$ cat src/sv/rle8_row_encoder_macros.svh
// Assertion macros shared by the RLE8 row encoder modules.
`ifndef RLE8_ROW_ENCODER_MACROS_SVH
`define RLE8_ROW_ENCODER_MACROS_SVH

`ifndef SYNTHESIS

`define RLE8_ASSERT_IMP(lbl, ante, cons, msg) \
  lbl: assert property (@(posedge clk) disable iff (!rst_n) (ante) |-> (cons)) \
    else $error(msg);

`define RLE8_ASSERT_NXT(lbl, ante, cons, msg) \
  lbl: assert property (@(posedge clk) disable iff (!rst_n) (ante) |=> (cons)) \
    else $error(msg);

`else

`define RLE8_ASSERT_IMP(lbl, ante, cons, msg)

`define RLE8_ASSERT_NXT(lbl, ante, cons, msg)

`endif

`endif

$ cat src/sv/rle8_pkg.sv
// Types and constants shared by the RLE8 row encoder modules.
`timescale 1ns / 1ps

package rle8_pkg;

  localparam int LIT_CNT_W = 6;
  localparam int CMD_DEPTH = 2;
  localparam int CMD_PTR_W = 1;
  localparam int CMD_CNT_W = 2;

  localparam logic [7:0] BYTE_ZERO = 8'h00;
  localparam logic [7:0] BYTE_ONE  = 8'h01;
  localparam logic [7:0] BYTE_EOI  = 8'h01;

  typedef struct packed {
    logic                 run_first;
    logic                 run_en;
    logic [7:0]           run_cnt;
    logic [7:0]           run_val;
    logic [LIT_CNT_W-1:0] mem_cnt;
    logic                 tail_en;
    logic [7:0]           tail_val;
    logic                 bank;
    logic                 eol;
    logic                 eoi;
  } cmd_t;

  typedef struct packed {
    logic                 en;
    logic                 bank;
    logic [LIT_CNT_W-1:0] idx;
    logic [7:0]           data;
  } lit_wr_t;

  typedef struct packed {
    logic valid;
    logic bank;
  } bank_rel_t;

endpackage

$ cat src/sv/rle8_if.sv
// Valid/ready channel interfaces for pixels in and encoded bytes out.
`timescale 1ns / 1ps

interface rle8_pix_if;
  logic       valid;
  logic       ready;
  logic [7:0] pixel;
  logic       last_in_row;
  logic       last_in_image;

  modport source (output valid, output pixel, output last_in_row, output last_in_image,
                  input ready);
  modport sink (input valid, input pixel, input last_in_row, input last_in_image,
                output ready);
endinterface

interface rle8_byte_if;
  logic       valid;
  logic       ready;
  logic [7:0] out_byte;
  logic       last_byte;

  modport source (output valid, output out_byte, output last_byte, input ready);
  modport sink (input valid, input out_byte, input last_byte, output ready);
endinterface

$ cat src/sv/rle8_row_encoder.sv
// RLE8 row encoder top level.
// in_pix carries one 8-bit palette index per request with last_in_row and
// last_in_image; out_bytes carries the encoded stream one byte per request,
// last_byte set on the final byte caused by a pixel. Both use valid/ready.
// The front end takes a pixel whenever the two-entry command queue has room
// and the literal bank it fills is free; a pixel that only extends a run
// produces no bytes. In its idle state the sequencer loads a command from
// the queue, then emits its bytes through the output register. The
// sequencer's byte-per-cycle output while the receiver is ready, with an
// idle load step per command, sets the sustained rate. Literals live in a
// two-bank memory, so one group can be sent while the next is gathered.
// Reset clears run, literal and row state, the queue and the output stage;
// literal memory contents are not cleared and need no sweep.
// When the receiver stalls, the output register holds, the sequencer stops,
// the queue fills and in_pix.ready drops.
`timescale 1ns / 1ps

module rle8_row_encoder #(
  parameter int MAX_RUN     = 255,
  parameter int MAX_LITERAL = 32
) (
  input  logic        clk,
  input  logic        rst_n,
  rle8_pix_if.sink    in_pix,
  rle8_byte_if.source out_bytes
);
  import rle8_pkg::*;

  cmd_t      q_cmd;
  cmd_t      q_head;
  logic      q_push;
  logic      q_full;
  logic      q_pop;
  logic      q_empty;
  lit_wr_t   lit_wr;
  bank_rel_t bank_rel;

  rle8_front #(
    .MAX_RUN     (MAX_RUN),
    .MAX_LITERAL (MAX_LITERAL)
  ) u_front (
    .clk      (clk),
    .rst_n    (rst_n),
    .pix      (in_pix),
    .q_full   (q_full),
    .q_push   (q_push),
    .q_cmd    (q_cmd),
    .lit_wr   (lit_wr),
    .bank_rel (bank_rel)
  );

  rle8_cmd_fifo u_fifo (
    .clk      (clk),
    .rst_n    (rst_n),
    .push     (q_push),
    .push_cmd (q_cmd),
    .full     (q_full),
    .pop      (q_pop),
    .head     (q_head),
    .empty    (q_empty)
  );

  rle8_back #(
    .MAX_LITERAL (MAX_LITERAL)
  ) u_back (
    .clk      (clk),
    .rst_n    (rst_n),
    .q_valid  (!q_empty),
    .q_head   (q_head),
    .q_pop    (q_pop),
    .lit_wr   (lit_wr),
    .bank_rel (bank_rel),
    .obus     (out_bytes)
  );

endmodule

$ cat src/sv/rle8_front.sv
// Front end: takes pixels, tracks runs and literals, issues byte commands.
`timescale 1ns / 1ps
`include "rle8_row_encoder_macros.svh"

module rle8_front #(
  parameter int MAX_RUN     = 255,
  parameter int MAX_LITERAL = 32
) (
  input  logic                clk,
  input  logic                rst_n,
  rle8_pix_if.sink            pix,
  input  logic                q_full,
  output logic                q_push,
  output rle8_pkg::cmd_t      q_cmd,
  output rle8_pkg::lit_wr_t   lit_wr,
  input  rle8_pkg::bank_rel_t bank_rel
);
  import rle8_pkg::*;

  localparam logic [7:0]           RUN_CAP   = 8'(MAX_RUN);
  localparam logic [LIT_CNT_W-1:0] LIT_LIMIT = LIT_CNT_W'(MAX_LITERAL - 1);

  logic [7:0]           run_value_r, run_value_nxt;
  logic [7:0]           run_len_r, run_len_nxt;
  logic [LIT_CNT_W-1:0] lit_len_r, lit_len_nxt;
  logic                 row_started_r, row_started_nxt;
  logic                 bank_r, bank_nxt;
  logic [1:0]           busy_r, busy_nxt;

  logic       ready;
  logic       accept;
  logic       eor;
  logic       eoi;
  logic       match;
  logic       flush;
  logic       wr_want;
  logic [7:0] rl1;

  assign ready     = !q_full && !busy_r[bank_r];
  assign pix.ready = ready;
  assign accept    = pix.valid && ready;

  always_comb begin
    eoi   = pix.last_in_image;
    eor   = pix.last_in_row | pix.last_in_image;
    match = row_started_r && (run_len_r != 8'd0) && (pix.pixel == run_value_r);
    rl1   = run_len_r + 8'd1;

    q_cmd       = '0;
    q_cmd.bank  = bank_r;
    flush       = 1'b0;
    wr_want     = 1'b0;

    run_value_nxt   = run_value_r;
    run_len_nxt     = run_len_r;
    lit_len_nxt     = lit_len_r;
    row_started_nxt = 1'b1;

    if (match) begin
      run_len_nxt = rl1;
      if (rl1 == 8'd2 && lit_len_r != '0) begin
        q_cmd.mem_cnt = lit_len_r;
        flush         = 1'b1;
        lit_len_nxt   = '0;
      end
      if (rl1 >= RUN_CAP) begin
        q_cmd.run_en  = 1'b1;
        q_cmd.run_cnt = rl1;
        q_cmd.run_val = run_value_r;
        run_len_nxt   = 8'd0;
      end else if (eor) begin
        q_cmd.run_en  = 1'b1;
        q_cmd.run_cnt = rl1;
        q_cmd.run_val = run_value_r;
      end
    end else begin
      if (run_len_r >= 8'd2) begin
        q_cmd.run_en    = 1'b1;
        q_cmd.run_first = 1'b1;
        q_cmd.run_cnt   = run_len_r;
        q_cmd.run_val   = run_value_r;
      end else if (run_len_r == 8'd1) begin
        wr_want     = 1'b1;
        lit_len_nxt = lit_len_r + LIT_CNT_W'(1);
        if (!eor && lit_len_nxt >= LIT_LIMIT) begin
          q_cmd.mem_cnt = lit_len_nxt;
          flush         = 1'b1;
          lit_len_nxt   = '0;
        end
      end
      run_value_nxt = pix.pixel;
      run_len_nxt   = 8'd1;
      if (eor) begin
        q_cmd.tail_en  = 1'b1;
        q_cmd.tail_val = pix.pixel;
        q_cmd.mem_cnt  = lit_len_nxt;
        flush          = (lit_len_nxt != '0);
      end
    end

    if (eor) begin
      q_cmd.eol       = 1'b1;
      q_cmd.eoi       = eoi;
      run_len_nxt     = 8'd0;
      lit_len_nxt     = '0;
      row_started_nxt = 1'b0;
    end

    lit_wr.en   = accept && wr_want;
    lit_wr.bank = bank_r;
    lit_wr.idx  = lit_len_r;
    lit_wr.data = run_value_r;

    q_push = accept && (q_cmd.run_en || (q_cmd.mem_cnt != '0) || q_cmd.tail_en || q_cmd.eol);

    busy_nxt = busy_r;
    if (bank_rel.valid) begin
      busy_nxt[bank_rel.bank] = 1'b0;
    end
    if (accept && flush) begin
      busy_nxt[bank_r] = 1'b1;
    end
    bank_nxt = bank_r ^ (accept && flush);
  end

  always_ff @(posedge clk) begin
    if (!rst_n) begin
      run_value_r   <= 8'd0;
      run_len_r     <= 8'd0;
      lit_len_r     <= '0;
      row_started_r <= 1'b0;
      bank_r        <= 1'b0;
      busy_r        <= 2'b00;
    end else begin
      busy_r <= busy_nxt;
      bank_r <= bank_nxt;
      if (accept) begin
        run_value_r   <= run_value_nxt;
        run_len_r     <= run_len_nxt;
        lit_len_r     <= lit_len_nxt;
        row_started_r <= row_started_nxt;
      end
    end
  end

  `RLE8_ASSERT_IMP(a_wr_free_bank, lit_wr.en, !busy_r[lit_wr.bank], "literal write into busy bank")
  `RLE8_ASSERT_IMP(a_lit_bound, 1'b1, lit_len_r < LIT_LIMIT, "literal count past limit")
  `RLE8_ASSERT_IMP(a_run_bound, 1'b1, run_len_r < RUN_CAP, "run count past cap")
  `RLE8_ASSERT_NXT(a_row_clear, accept && eor,
                   run_len_r == 8'd0 && lit_len_r == '0 && !row_started_r,
                   "row state not cleared at row end")

endmodule

$ cat src/sv/rle8_cmd_fifo.sv
// Two-entry command queue between the front end and the byte sequencer.
`timescale 1ns / 1ps

module rle8_cmd_fifo (
  input  logic           clk,
  input  logic           rst_n,
  input  logic           push,
  input  rle8_pkg::cmd_t push_cmd,
  output logic           full,
  input  logic           pop,
  output rle8_pkg::cmd_t head,
  output logic           empty
);
  import rle8_pkg::*;

  cmd_t                 slots_r [CMD_DEPTH];
  logic [CMD_PTR_W-1:0] wr_ptr_r, wr_ptr_nxt;
  logic [CMD_PTR_W-1:0] rd_ptr_r, rd_ptr_nxt;
  logic [CMD_CNT_W-1:0] cnt_r, cnt_nxt;
  logic                 do_push;
  logic                 do_pop;

  assign full    = (cnt_r == CMD_CNT_W'(CMD_DEPTH));
  assign empty   = (cnt_r == '0);
  assign head    = slots_r[rd_ptr_r];
  assign do_push = push && !full;
  assign do_pop  = pop && !empty;

  always_comb begin
    wr_ptr_nxt = do_push ? wr_ptr_r + CMD_PTR_W'(1) : wr_ptr_r;
    rd_ptr_nxt = do_pop ? rd_ptr_r + CMD_PTR_W'(1) : rd_ptr_r;
    cnt_nxt    = cnt_r;
    if (do_push && !do_pop) begin
      cnt_nxt = cnt_r + CMD_CNT_W'(1);
    end else if (do_pop && !do_push) begin
      cnt_nxt = cnt_r - CMD_CNT_W'(1);
    end
  end

  always_ff @(posedge clk) begin
    if (!rst_n) begin
      wr_ptr_r <= '0;
      rd_ptr_r <= '0;
      cnt_r    <= '0;
    end else begin
      wr_ptr_r <= wr_ptr_nxt;
      rd_ptr_r <= rd_ptr_nxt;
      cnt_r    <= cnt_nxt;
    end
  end

  always_ff @(posedge clk) begin
    if (do_push) begin
      slots_r[wr_ptr_r] <= push_cmd;
    end
  end

endmodule

$ cat src/sv/rle8_back.sv
// Byte sequencer: literal memory, command execution and output register.
`timescale 1ns / 1ps
`include "rle8_row_encoder_macros.svh"

module rle8_back #(
  parameter int MAX_LITERAL = 32
) (
  input  logic                clk,
  input  logic                rst_n,
  input  logic                q_valid,
  input  rle8_pkg::cmd_t      q_head,
  output logic                q_pop,
  input  rle8_pkg::lit_wr_t   lit_wr,
  output rle8_pkg::bank_rel_t bank_rel,
  rle8_byte_if.source         obus
);
  import rle8_pkg::*;

  localparam int IDX_W     = $clog2(MAX_LITERAL);
  localparam int ADDR_W    = IDX_W + 1;
  localparam int MEM_DEPTH = 2 ** ADDR_W;

  typedef enum logic [3:0] {
    B_IDLE,
    B_RUN_CNT,
    B_RUN_VAL,
    B_LIT_ESC,
    B_LIT_CNT,
    B_LIT_DATA,
    B_LIT_PAD,
    B_ONE_CODE,
    B_ONE_VAL,
    B_EOL0,
    B_EOL1,
    B_EOI0,
    B_EOI1
  } bstate_t;

  function automatic bstate_t pick(input cmd_t c, input logic rp, input logic lp);
    logic [LIT_CNT_W-1:0] tot;
    bstate_t              s;
    tot = c.mem_cnt + LIT_CNT_W'(c.tail_en);
    if (c.run_first && rp) begin
      s = B_RUN_CNT;
    end else if (lp) begin
      s = (tot < LIT_CNT_W'(3)) ? B_ONE_CODE : B_LIT_ESC;
    end else if (rp) begin
      s = B_RUN_CNT;
    end else if (c.eol) begin
      s = B_EOL0;
    end else begin
      s = B_IDLE;
    end
    return s;
  endfunction

  bstate_t              state_r, state_nxt;
  cmd_t                 cmd_r, cmd_nxt;
  logic [LIT_CNT_W-1:0] k_r, k_nxt;
  logic                 rp_r, rp_nxt;
  logic                 lp_r, lp_nxt;
  logic                 out_valid_r, out_valid_nxt;
  logic [7:0]           out_byte_r, out_byte_nxt;
  logic                 out_last_r, out_last_nxt;

  logic [7:0]           lit_mem [MEM_DEPTH];
  logic [7:0]           rd_data_r;
  logic [ADDR_W-1:0]    rd_addr;

  logic                 slot;
  logic                 emit;
  logic                 emit_last;
  logic [7:0]           emit_byte;
  logic [LIT_CNT_W-1:0] lit_total;
  logic [7:0]           lit_byte;

  assign slot      = !out_valid_r || obus.ready;
  assign lit_total = cmd_r.mem_cnt + LIT_CNT_W'(cmd_r.tail_en);
  assign lit_byte  = (k_r < cmd_r.mem_cnt) ? rd_data_r : cmd_r.tail_val;

  always_comb begin
    state_nxt = state_r;
    cmd_nxt   = cmd_r;
    k_nxt     = k_r;
    rp_nxt    = rp_r;
    lp_nxt    = lp_r;
    emit      = 1'b0;
    emit_byte = BYTE_ZERO;
    q_pop     = 1'b0;

    case (state_r)
      B_IDLE: begin
        if (q_valid) begin
          q_pop     = 1'b1;
          cmd_nxt   = q_head;
          rp_nxt    = q_head.run_en;
          lp_nxt    = (q_head.mem_cnt != '0) || q_head.tail_en;
          k_nxt     = '0;
          state_nxt = pick(q_head, q_head.run_en, (q_head.mem_cnt != '0) || q_head.tail_en);
        end
      end
      B_RUN_CNT: begin
        if (slot) begin
          emit      = 1'b1;
          emit_byte = cmd_r.run_cnt;
          state_nxt = B_RUN_VAL;
        end
      end
      B_RUN_VAL: begin
        if (slot) begin
          emit      = 1'b1;
          emit_byte = cmd_r.run_val;
          rp_nxt    = 1'b0;
          state_nxt = pick(cmd_r, 1'b0, lp_r);
        end
      end
      B_LIT_ESC: begin
        if (slot) begin
          emit      = 1'b1;
          emit_byte = BYTE_ZERO;
          state_nxt = B_LIT_CNT;
        end
      end
      B_LIT_CNT: begin
        if (slot) begin
          emit      = 1'b1;
          emit_byte = 8'(lit_total);
          k_nxt     = '0;
          state_nxt = B_LIT_DATA;
        end
      end
      B_LIT_DATA: begin
        if (slot) begin
          emit      = 1'b1;
          emit_byte = lit_byte;
          k_nxt     = k_r + LIT_CNT_W'(1);
          if (k_nxt == lit_total) begin
            if (lit_total[0]) begin
              state_nxt = B_LIT_PAD;
            end else begin
              lp_nxt    = 1'b0;
              state_nxt = pick(cmd_r, rp_r, 1'b0);
            end
          end
        end
      end
      B_LIT_PAD: begin
        if (slot) begin
          emit      = 1'b1;
          emit_byte = BYTE_ZERO;
          lp_nxt    = 1'b0;
          state_nxt = pick(cmd_r, rp_r, 1'b0);
        end
      end
      B_ONE_CODE: begin
        if (slot) begin
          emit      = 1'b1;
          emit_byte = BYTE_ONE;
          state_nxt = B_ONE_VAL;
        end
      end
      B_ONE_VAL: begin
        if (slot) begin
          emit      = 1'b1;
          emit_byte = lit_byte;
          k_nxt     = k_r + LIT_CNT_W'(1);
          if (k_nxt == lit_total) begin
            lp_nxt    = 1'b0;
            state_nxt = pick(cmd_r, rp_r, 1'b0);
          end else begin
            state_nxt = B_ONE_CODE;
          end
        end
      end
      B_EOL0: begin
        if (slot) begin
          emit      = 1'b1;
          emit_byte = BYTE_ZERO;
          state_nxt = B_EOL1;
        end
      end
      B_EOL1: begin
        if (slot) begin
          emit      = 1'b1;
          emit_byte = BYTE_ZERO;
          state_nxt = cmd_r.eoi ? B_EOI0 : B_IDLE;
        end
      end
      B_EOI0: begin
        if (slot) begin
          emit      = 1'b1;
          emit_byte = BYTE_ZERO;
          state_nxt = B_EOI1;
        end
      end
      B_EOI1: begin
        if (slot) begin
          emit      = 1'b1;
          emit_byte = BYTE_EOI;
          state_nxt = B_IDLE;
        end
      end
      default: begin
        state_nxt = B_IDLE;
      end
    endcase

    emit_last      = emit && (state_nxt == B_IDLE);
    bank_rel.valid = emit_last && (cmd_r.mem_cnt != '0);
    bank_rel.bank  = cmd_r.bank;

    out_valid_nxt = out_valid_r;
    out_byte_nxt  = out_byte_r;
    out_last_nxt  = out_last_r;
    if (emit) begin
      out_valid_nxt = 1'b1;
      out_byte_nxt  = emit_byte;
      out_last_nxt  = emit_last;
    end else if (obus.ready) begin
      out_valid_nxt = 1'b0;
    end

    rd_addr = {cmd_nxt.bank, k_nxt[IDX_W-1:0]};
  end

  always_ff @(posedge clk) begin
    if (!rst_n) begin
      state_r     <= B_IDLE;
      k_r         <= '0;
      rp_r        <= 1'b0;
      lp_r        <= 1'b0;
      out_valid_r <= 1'b0;
    end else begin
      state_r     <= state_nxt;
      k_r         <= k_nxt;
      rp_r        <= rp_nxt;
      lp_r        <= lp_nxt;
      out_valid_r <= out_valid_nxt;
    end
    cmd_r      <= cmd_nxt;
    out_byte_r <= out_byte_nxt;
    out_last_r <= out_last_nxt;
  end

  always_ff @(posedge clk) begin
    if (lit_wr.en) begin
      lit_mem[{lit_wr.bank, lit_wr.idx[IDX_W-1:0]}] <= lit_wr.data;
    end
    rd_data_r <= lit_mem[rd_addr];
  end

  assign obus.valid     = out_valid_r;
  assign obus.out_byte  = out_byte_r;
  assign obus.last_byte = out_last_r;

  `RLE8_ASSERT_IMP(a_data_in_group, state_r == B_LIT_DATA, k_r < lit_total,
                   "absolute index past group")
  `RLE8_ASSERT_IMP(a_short_group, state_r == B_ONE_VAL,
                   lit_total < LIT_CNT_W'(3) && lit_total != '0,
                   "short literal group out of range")
  `RLE8_ASSERT_IMP(a_pad_odd, state_r == B_LIT_PAD, lit_total[0],
                   "pad byte on even group")

endmodule
$ cat src/flat_wrapper.sv
// flat-port wrapper written by rule: the top's interface ports become plain ports
module rle8_row_encoder_flat import rle8_pkg::*;
#(
  parameter int MAX_RUN     = 255,
  parameter int MAX_LITERAL = 32
)
  (clk, rst_n, in_pix_valid, in_pix_pixel, in_pix_last_in_row, in_pix_last_in_image, in_pix_ready, out_bytes_valid, out_bytes_out_byte, out_bytes_last_byte, out_bytes_ready);
  rle8_pix_if in_pix_i ();
  rle8_byte_if out_bytes_i ();
  input  logic clk;
  input  logic rst_n;
  input wire logic [$bits(in_pix_i.valid)-1:0] in_pix_valid;
  input wire logic [$bits(in_pix_i.pixel)-1:0] in_pix_pixel;
  input wire logic [$bits(in_pix_i.last_in_row)-1:0] in_pix_last_in_row;
  input wire logic [$bits(in_pix_i.last_in_image)-1:0] in_pix_last_in_image;
  output wire logic [$bits(in_pix_i.ready)-1:0] in_pix_ready;
  output wire logic [$bits(out_bytes_i.valid)-1:0] out_bytes_valid;
  output wire logic [$bits(out_bytes_i.out_byte)-1:0] out_bytes_out_byte;
  output wire logic [$bits(out_bytes_i.last_byte)-1:0] out_bytes_last_byte;
  input wire logic [$bits(out_bytes_i.ready)-1:0] out_bytes_ready;
  assign in_pix_i.valid = in_pix_valid;
  assign in_pix_i.pixel = in_pix_pixel;
  assign in_pix_i.last_in_row = in_pix_last_in_row;
  assign in_pix_i.last_in_image = in_pix_last_in_image;
  assign in_pix_ready = in_pix_i.ready;
  assign out_bytes_valid = out_bytes_i.valid;
  assign out_bytes_out_byte = out_bytes_i.out_byte;
  assign out_bytes_last_byte = out_bytes_i.last_byte;
  assign out_bytes_i.ready = out_bytes_ready;
  rle8_row_encoder #(.MAX_RUN(MAX_RUN), .MAX_LITERAL(MAX_LITERAL)) u_core (.clk(clk), .rst_n(rst_n), .in_pix(in_pix_i), .out_bytes(out_bytes_i));
endmodule
$ cat config.mk
export PLATFORM = sky130hd
export DESIGN_NAME = rle8_row_encoder_flat
export DESIGN_NICKNAME = d
export VERILOG_FILES = /design/src/sv/rle8_pkg.sv /design/src/sv/rle8_if.sv /design/src/sv/rle8_row_encoder.sv /design/src/sv/rle8_front.sv /design/src/sv/rle8_cmd_fifo.sv /design/src/sv/rle8_back.sv /design/src/flat_wrapper.sv
export VERILOG_INCLUDE_DIRS = /design/src /design/src/sv
export SDC_FILE = /design/constraint.sdc
export NUM_CORES = 1
export LEC_CHECK = 0
export BUFFER_PORTS_ARGS = -buffer_cell sky130_fd_sc_hd__clkbuf_2
export CAP_MARGIN = 10
export CORE_MARGIN = 2
export CORE_UTILIZATION = 30
export CTS_CLUSTER_DIAMETER = 80
export DETAILED_ROUTE_END_ITERATION = 16
export MAX_ROUTING_LAYER = met4
export PLACE_DENSITY = 0.54
export SYNTH_ARGS = -nofsm -noshare
export SYNTH_HDL_FRONTEND = slang
export SYNTH_HIERARCHICAL = 1
export SYNTH_SLANG_ARGS = --single-unit
$ cat constraint.sdc
create_clock -name clk -period 10.3 [get_ports clk]
set_input_delay 1.03 -clock clk [delete_from_list [all_inputs] [get_ports clk]]
set_output_delay 1.03 -clock clk [all_outputs]
set_load 0.01 [all_outputs]
## Word level (Yosys, flattened, before mapping)

Memories as Yosys holds them, arrays and structs flattened. A register that Yosys moved wholly into a read port is not among the register bits.
Index checks and enable logic that the tools add are counted.

- Input port bits: 14
- Word-level logic and storage cells: 241
- Memories kept: 2
- RAM bits: 584
- Output and inout bits: 11
- Register bits: 87

Memory list:

| memory | depth | bits a word | rd ports | clocked after Yosys merged registers in | write ports | line | source |
|---|---|---|---|---|---|---|---|
| u_core.u_back.lit_mem | 64 | 8 | 1 | 1 | 1 | rle8_back.sv:66 | `logic [7:0] lit_mem [MEM_DEPTH];` |
| u_core.u_fifo.slots_r | 2 | 36 | 1 | 1 | 1 | rle8_cmd_fifo.sv:16 | `cmd_t slots_r [CMD_DEPTH];` |

- Eq/ne operators: 28
- Multiplexer cells: 105
- Bitwise operators: 7
- $add $sub $neg: 9
- $lt $le $gt $ge: 10
- Reduce and logical (&&, ||, !) cells: 54

Operators with widths:

| operator | count |
|---|---|
| $mux 4 | 25 |
| $mux 6 | 15 |
| $mux 8 | 7 |
| $pmux 4 s13 | 1 |
| $pmux 8 s5 | 1 |
| $mux 1 | 36 |
| $mux 17 | 2 |
| $reduce_bool 6->1 | 5 |
| $mux 23 | 1 |
| $eq 4x4->1 const B | 5 |
| $logic_and 1x1->1 | 19 |
| $mux 18 | 1 |
| $ne 2x2->1 const B | 9 |
| $pmux 6 s3 | 1 |
| $eq 4x3->1 const B | 4 |
| $mux 15 | 1 |
| $add 6x1->6 | 2 |
| $add 6x1->6 const B | 2 |
| $lt 6x2->1 const B | 2 |
| $mux 3 | 4 |
| $reduce_or 12->1 | 1 |
| $mux 2 | 5 |
| $mux 9 | 1 |
| $add 8x1->8 const B | 1 |
| 40 further kinds | 62 |

## Logic depth before layout (Yosys ltp)

- Word-level depth: 19
- Depth in mapped cells: 18
- Gate-level depth less buffers: 15

## Cells and area by module

The synthesis kept the hierarchy.

Modules (own cells, without submodules):

| module | sequential area each (sq um) | instances | area an instance (sq um) | cells an instance |
|---|---|---|---|---|
| rle8_back | 17,076.4 | 1 | 23,784.1 | 1,754 |
| rle8_cmd_fifo | 2,262.2 | 1 | 2,829.0 | 137 |
| rle8_front | 520.5 | 1 | 2,394.8 | 316 |
| rle8_row_encoder | 0.0 | 1 | 3.8 | 1 |

## Least setup slack after synthesis

OpenSTA, ideal clock, no wires.

- Path kind: reg-to-reg
- From: reg u_core.u_front.run_value_r[4]
- To: mem u_core/u_fifo/slots_r[0][0] (netlist bit) (enable)
- Setup slack: 5.626 ns
- Clock period less this slack: 4.674 ns
- Path buffers: 0
- Library setup time: 0.424 ns
- Cell stages (with the launch flop): 9
- Data arrival time: 4.250 ns
- Data required time: 9.876 ns
- Cells stage by stage: dfxtp_1 xnor2_1 nand4_1 a2111o_1 mux2i_1 nor4_1 a41oi_2 inv_1 nor3_2

RTL lines:

| what | line | source |
|---|---|---|
| start, declared | rle8_front.sv:23 | `logic [7:0] run_value_r, run_value_nxt;` |
| start signal, assigned | rle8_front.sv:138 | `run_value_r <= run_value_nxt;` |
| end, declared | rle8_cmd_fifo.sv:16 |  |

## Worst setup path in the final report

- From: in out_bytes_ready
- To: reg u_core.u_back.rd_data_r[0] (read register of u_core.u_back.lit_mem)

- Cells in the longest elaborated chain, start to end: 3
- Elaborated cells on any way between the ends: 4
- Those cells by class: mux (3); reduce/logical (1)

Ends and longest elaborated chain:

| what | line | source |
|---|---|---|
| start, declared | flat_wrapper.sv:20 | `input wire logic [$bits(out_bytes_i.ready)-1:0] out_bytes_ready;` |
| $logic_or 1x1->1 (*) | rle8_back.sv:77 | `assign slot = !out_valid_r \|\| obus.ready;` |
| $mux 6 (on tied branches) | rle8_back.sv:133, rle8_back.sv:163, rle8_back.sv:125 |  |
| $pmux 6 s3 (*) | rle8_back.sv:91 | `case (state_r)` |
| end, declared | rle8_back.sv:67 | `logic [7:0] rd_data_r;` |

Every way passes the cells marked *; elsewhere a longest branch is shown, timed or not. The select of a mux whose other input is x is not followed.
A chain may end at the register's enable or synchronous reset.

==> key figures <==
CTS
  – Clk Latency, worst-skew pair: approximately 0.63 ns
  – Setup bufs post-CTS: 0
  – Clock-pin slew on the worst setup and hold paths: 0.06 ns
  – H-tree depth: 3
  – Max Root-Sink Buffers: 3
  – Post-CTS Hold Fix Bufs: 0
  – CTS tree: built
  – Clk sink count: slightly below 700
  – CTS root buf: clkbuf_16
  – CTS resizes: 0
  – CTS Buf Count: 69

Synthesis
  – Async SR Flop Fraction: 0
  – Register area share after synthesis: 0.685
  – Post-synth EDFFs: about 630
  – Most frequent cell after synthesis: edfxtp_1
  – Flops & latches, synth: 679
  – Top cell type by total area after synthesis: edfxtp_1
  – Yosys cell types: 92
  – Mapped Avg Cell Area: about 13 um^2
  – Post-synth top cells: edfxtp_1 (626), nand2_1 (389), nand3_1 (199), mux2i_1 (113), nor2_1 (112)
  – Synth area leaders: edfxtp_1 (65%), nand2_1 (5.0%), mux2i_1 (3.9%)
  – YS warnings: 6
  – Synthesized area: ~29000 um^2
  – Syn_nets: approximately 2200
  – Post-synth top area share: 0.648
  – Gate Count Post-Synth: around 2200
  – Ys flop type: edfxtp_1

Pwr
  – Net Switching: between 2 and 2.5 mW
  – Leakage: between 10 and 15 nW
  – Switching share of power: 0.291
  – Register share of total power: 0.468
  – Power, Total: around 7.3 mW
  – Part of the power in the clock network: 0.341
  – VDD IR-drop max: 0.000159 V
  – PD cells: ~220 nW/um^2
  – Logic pwr share: 0.192
  – Pint: 5.15 mW

Route
  – Total wire length: about 76 mm
  – DRT Pass-1 Iters: 5
  – Via count: ~18000
  – Wire length per cell: ~22 um
  – DR vias/cell: 5.13
  – Initial DRC Count: about 1900
  – Post-route DRC: 0
  – Antenna Nets Post-Route: 0

Critical path
  – Worst Path Buf+Inv: 4
  – Startpoint Class: input pin
  – CP top delay family: buffers and inverters
  – CP Data Required Time: 10.84 ns
  – CP Class: in -> reg
  – Max incr delay on CP: between 0.9 and 1 ns
  – Crit path capture type: flip-flop
  – CP max-delay cell: buf_4
  – CP Max Fanout: approximately 170
  – Worst Path Arrival: ~6.1 ns
  – CP Cell Sequence: clkbuf_2 > nand2b_1 > inv_1 > ha_1 > or2_2 > a31oi_1 > o21a_4 > buf_12 > buf_4 > mux2i_1 > a221o_1 > o21ai_0 > o22ai_1 > nor3_1

Timing
  – Worst-Margin Slew: 1.20 ns
  – Min Tclk post-route: 5.54 ns
  – RSZ-0062 raised after global routing: false
  – Post-route setup slack: roughly 4.8 ns
  – Fmax: around 0.18 GHz
  – Final setup viols: 0
  – Final hold viol count: 0
  – Slew HR: 0.193
  – Final max-slew violation count: 0
  – Final worst-path cycle share: 0.538
  – Post-Route Setup TNS: 0 ns
  – Clk_skew: about 0.022 ns

Layout
  – Share of layout cells above drive strength 1: 0.107
  – Cell Count, Final, Fillers Out: about 3500
  – Fill cells: ~9400
  – Area Overhead vs Synth: 12.6%
  – NumNets Final: ~2200
  – Utilization after layout: 0.339

Placement
  – Gpl congestion: 0.833
  – Hpwl dp: 46.4 mm
  – Post-place setup slack: roughly 4.3 ns
  – Port bufs: 24
  – Dpl cells: 3415

Floorplanning
  – Die area: 99200 um^2
  – Die width: 315 um
  – Initial core utilization: 0.301
  – Num ports: 25
  – Row cnt: between 100 and 150
  – Chip height: 315 um
  – Core area: slightly below 100000 um^2

GRT
  – Total congestion overflow: 0
  – First-pass GRT wire length: between 100 and 150 mm
  – Initial antenna violation count: 3
  – Total GRT Usage: 0.157
  – Largest net degree at the start of global routing: between 150 and 200
  – Vias in the first global route: 17700

Min path
  – Hold crit path type: reg -> reg

Job
  – Max cap viols: 0

Status
  – Status: completed
path summary, 6_finish.rpt:
| path | startpoint | endpoint | slack [ns] | cells past startpoint |
|---|---|---|---|---|
| setup / recovery | out_bytes_ready | u_core/u_back/rd_data_r[0] | 4.76 | 14 |
| hold / removal | u_core/u_front/busy_r[1] | u_core/u_front/busy_r[1] | 0.50 | 2 |
| setup reg to reg | u_core/u_back/obus.valid | u_core/u_back/rd_data_r[0] | 4.97 | 13 |
| hold reg to reg | u_core/u_front/busy_r[1] | u_core/u_front/busy_r[1] | 0.50 | 2 |
layout by cell type, fill, tap and decap left out, types with 14 or more instances in the layout:
cell type	synthesis	layout
a21oi_1	35	34
o22ai_1	21	21
nor2b_1	29	29
nor3_1	27	27
dfxtp_1	53	45
edfxtp_1	626	626
mux2_2	39	39
a221oi_1	18	18
a32o_1	14	14
buf_4	13	36
xnor2_1	24	24
mux2i_1	113	113
and2_1	20	20
clkbuf_1	52	18
inv_1	25	25
nand2_1	389	389
clkbuf_2	0	24
a32oi_1	17	17
a221o_1	15	15
nor2_1	112	112
o21ai_0	50	50
nand3_1	199	199
clkbuf_16	0	70
ha_1	20	20
and3_1	22	21
nand2b_1	18	18
through the flow:
step	area, um^2	hold slack [ns]
floorplan	29000	0.443
global placement	30400	0.459
detailed placement	30400	0.481
CTS	32600	0.501
global route	32700	0.543
finish	32700	0.504
cells by family (layout without fill, tap and decap cells):
group | Yosys count | after routing | synth area share
other cells | 0 | 3 | 0
mux | 161 | 161 | 0.0603
fa+ha+maj | 21 | 21 | 0.00897
buf+inv | 156 | 214 | 0.0263
simple gates | 880 | 880 | 0.140
compound gates | 278 | 278 | 0.0704
flops | 679 | 679 | 0.685
xor+xnor | 33 | 33 | 0.00996
sequential cells by signal, summed over array words and instances, names as in the netlist, 2 cells and up, named ones only:
signal,flops
u_core/u_fifo/slots_r,72
u_core/u_front/run_value_r,8
u_core/u_front/lit_len_r,6
u_core/u_back/state_r,4
u_core/u_front/run_len_r,8
u_core/u_front/busy_r,2
u_core/u_back/obus.out_byte,8
u_core/u_back/lit_mem,512
u_core/u_back/rd_data_r,8
u_core/u_back/k_r,6
u_core/u_back/cmd_r,33
u_core/u_fifo/cnt_r,2
layer usage:
layer | up-vias | part of all wire | track usage
li1 | 8288 | - | -
met4 | 0 | 0.026 | 0.0517
met2 | 590 | 0.47 | 0.244
met3 | 102 | 0.067 | 0.0281
met5 | - | 0 | -
met1 | 9195 | 0.44 | 0.208
area by class of cell:
type | count | area [um^2] | share of cell area
antenna | 3 | 7.51 | 0.000230
clock buffer | 93 | 1890 | 0.0578
clock inverter | 32 | 344 | 0.0105
inverter | 26 | 97.6 | 0.00299
multi-input combinational | 1373 | 8440 | 0.258
sequential | 679 | 19900 | 0.608
tap | 1276 | 1600 | 0.0489
timing repair buffer | 63 | 423 | 0.0129
power by group through the flow:
stage | Clock, mW | Sequential (mW) | Combinational (mW)
6_report | 2.48 | 3.40 | 1.39
2_1_floorplan | 0 | 3.42 | 0.945
3_5_place_dp | 0 | 3.46 | 1.40
4_1_cts | 2.54 | 3.40 | 1.40
5_1_grt | 2.64 | 3.42 | 1.53
3_3_place_gp | 0 | 3.46 | 1.38
worst min-delay path, cell delays in order, from the launching register on:
cell     delay [ns]
dfxtp_1        0.31
nand3_1        0.06
o21ai_0        0.08
Power figures use the tool's default switching activity.
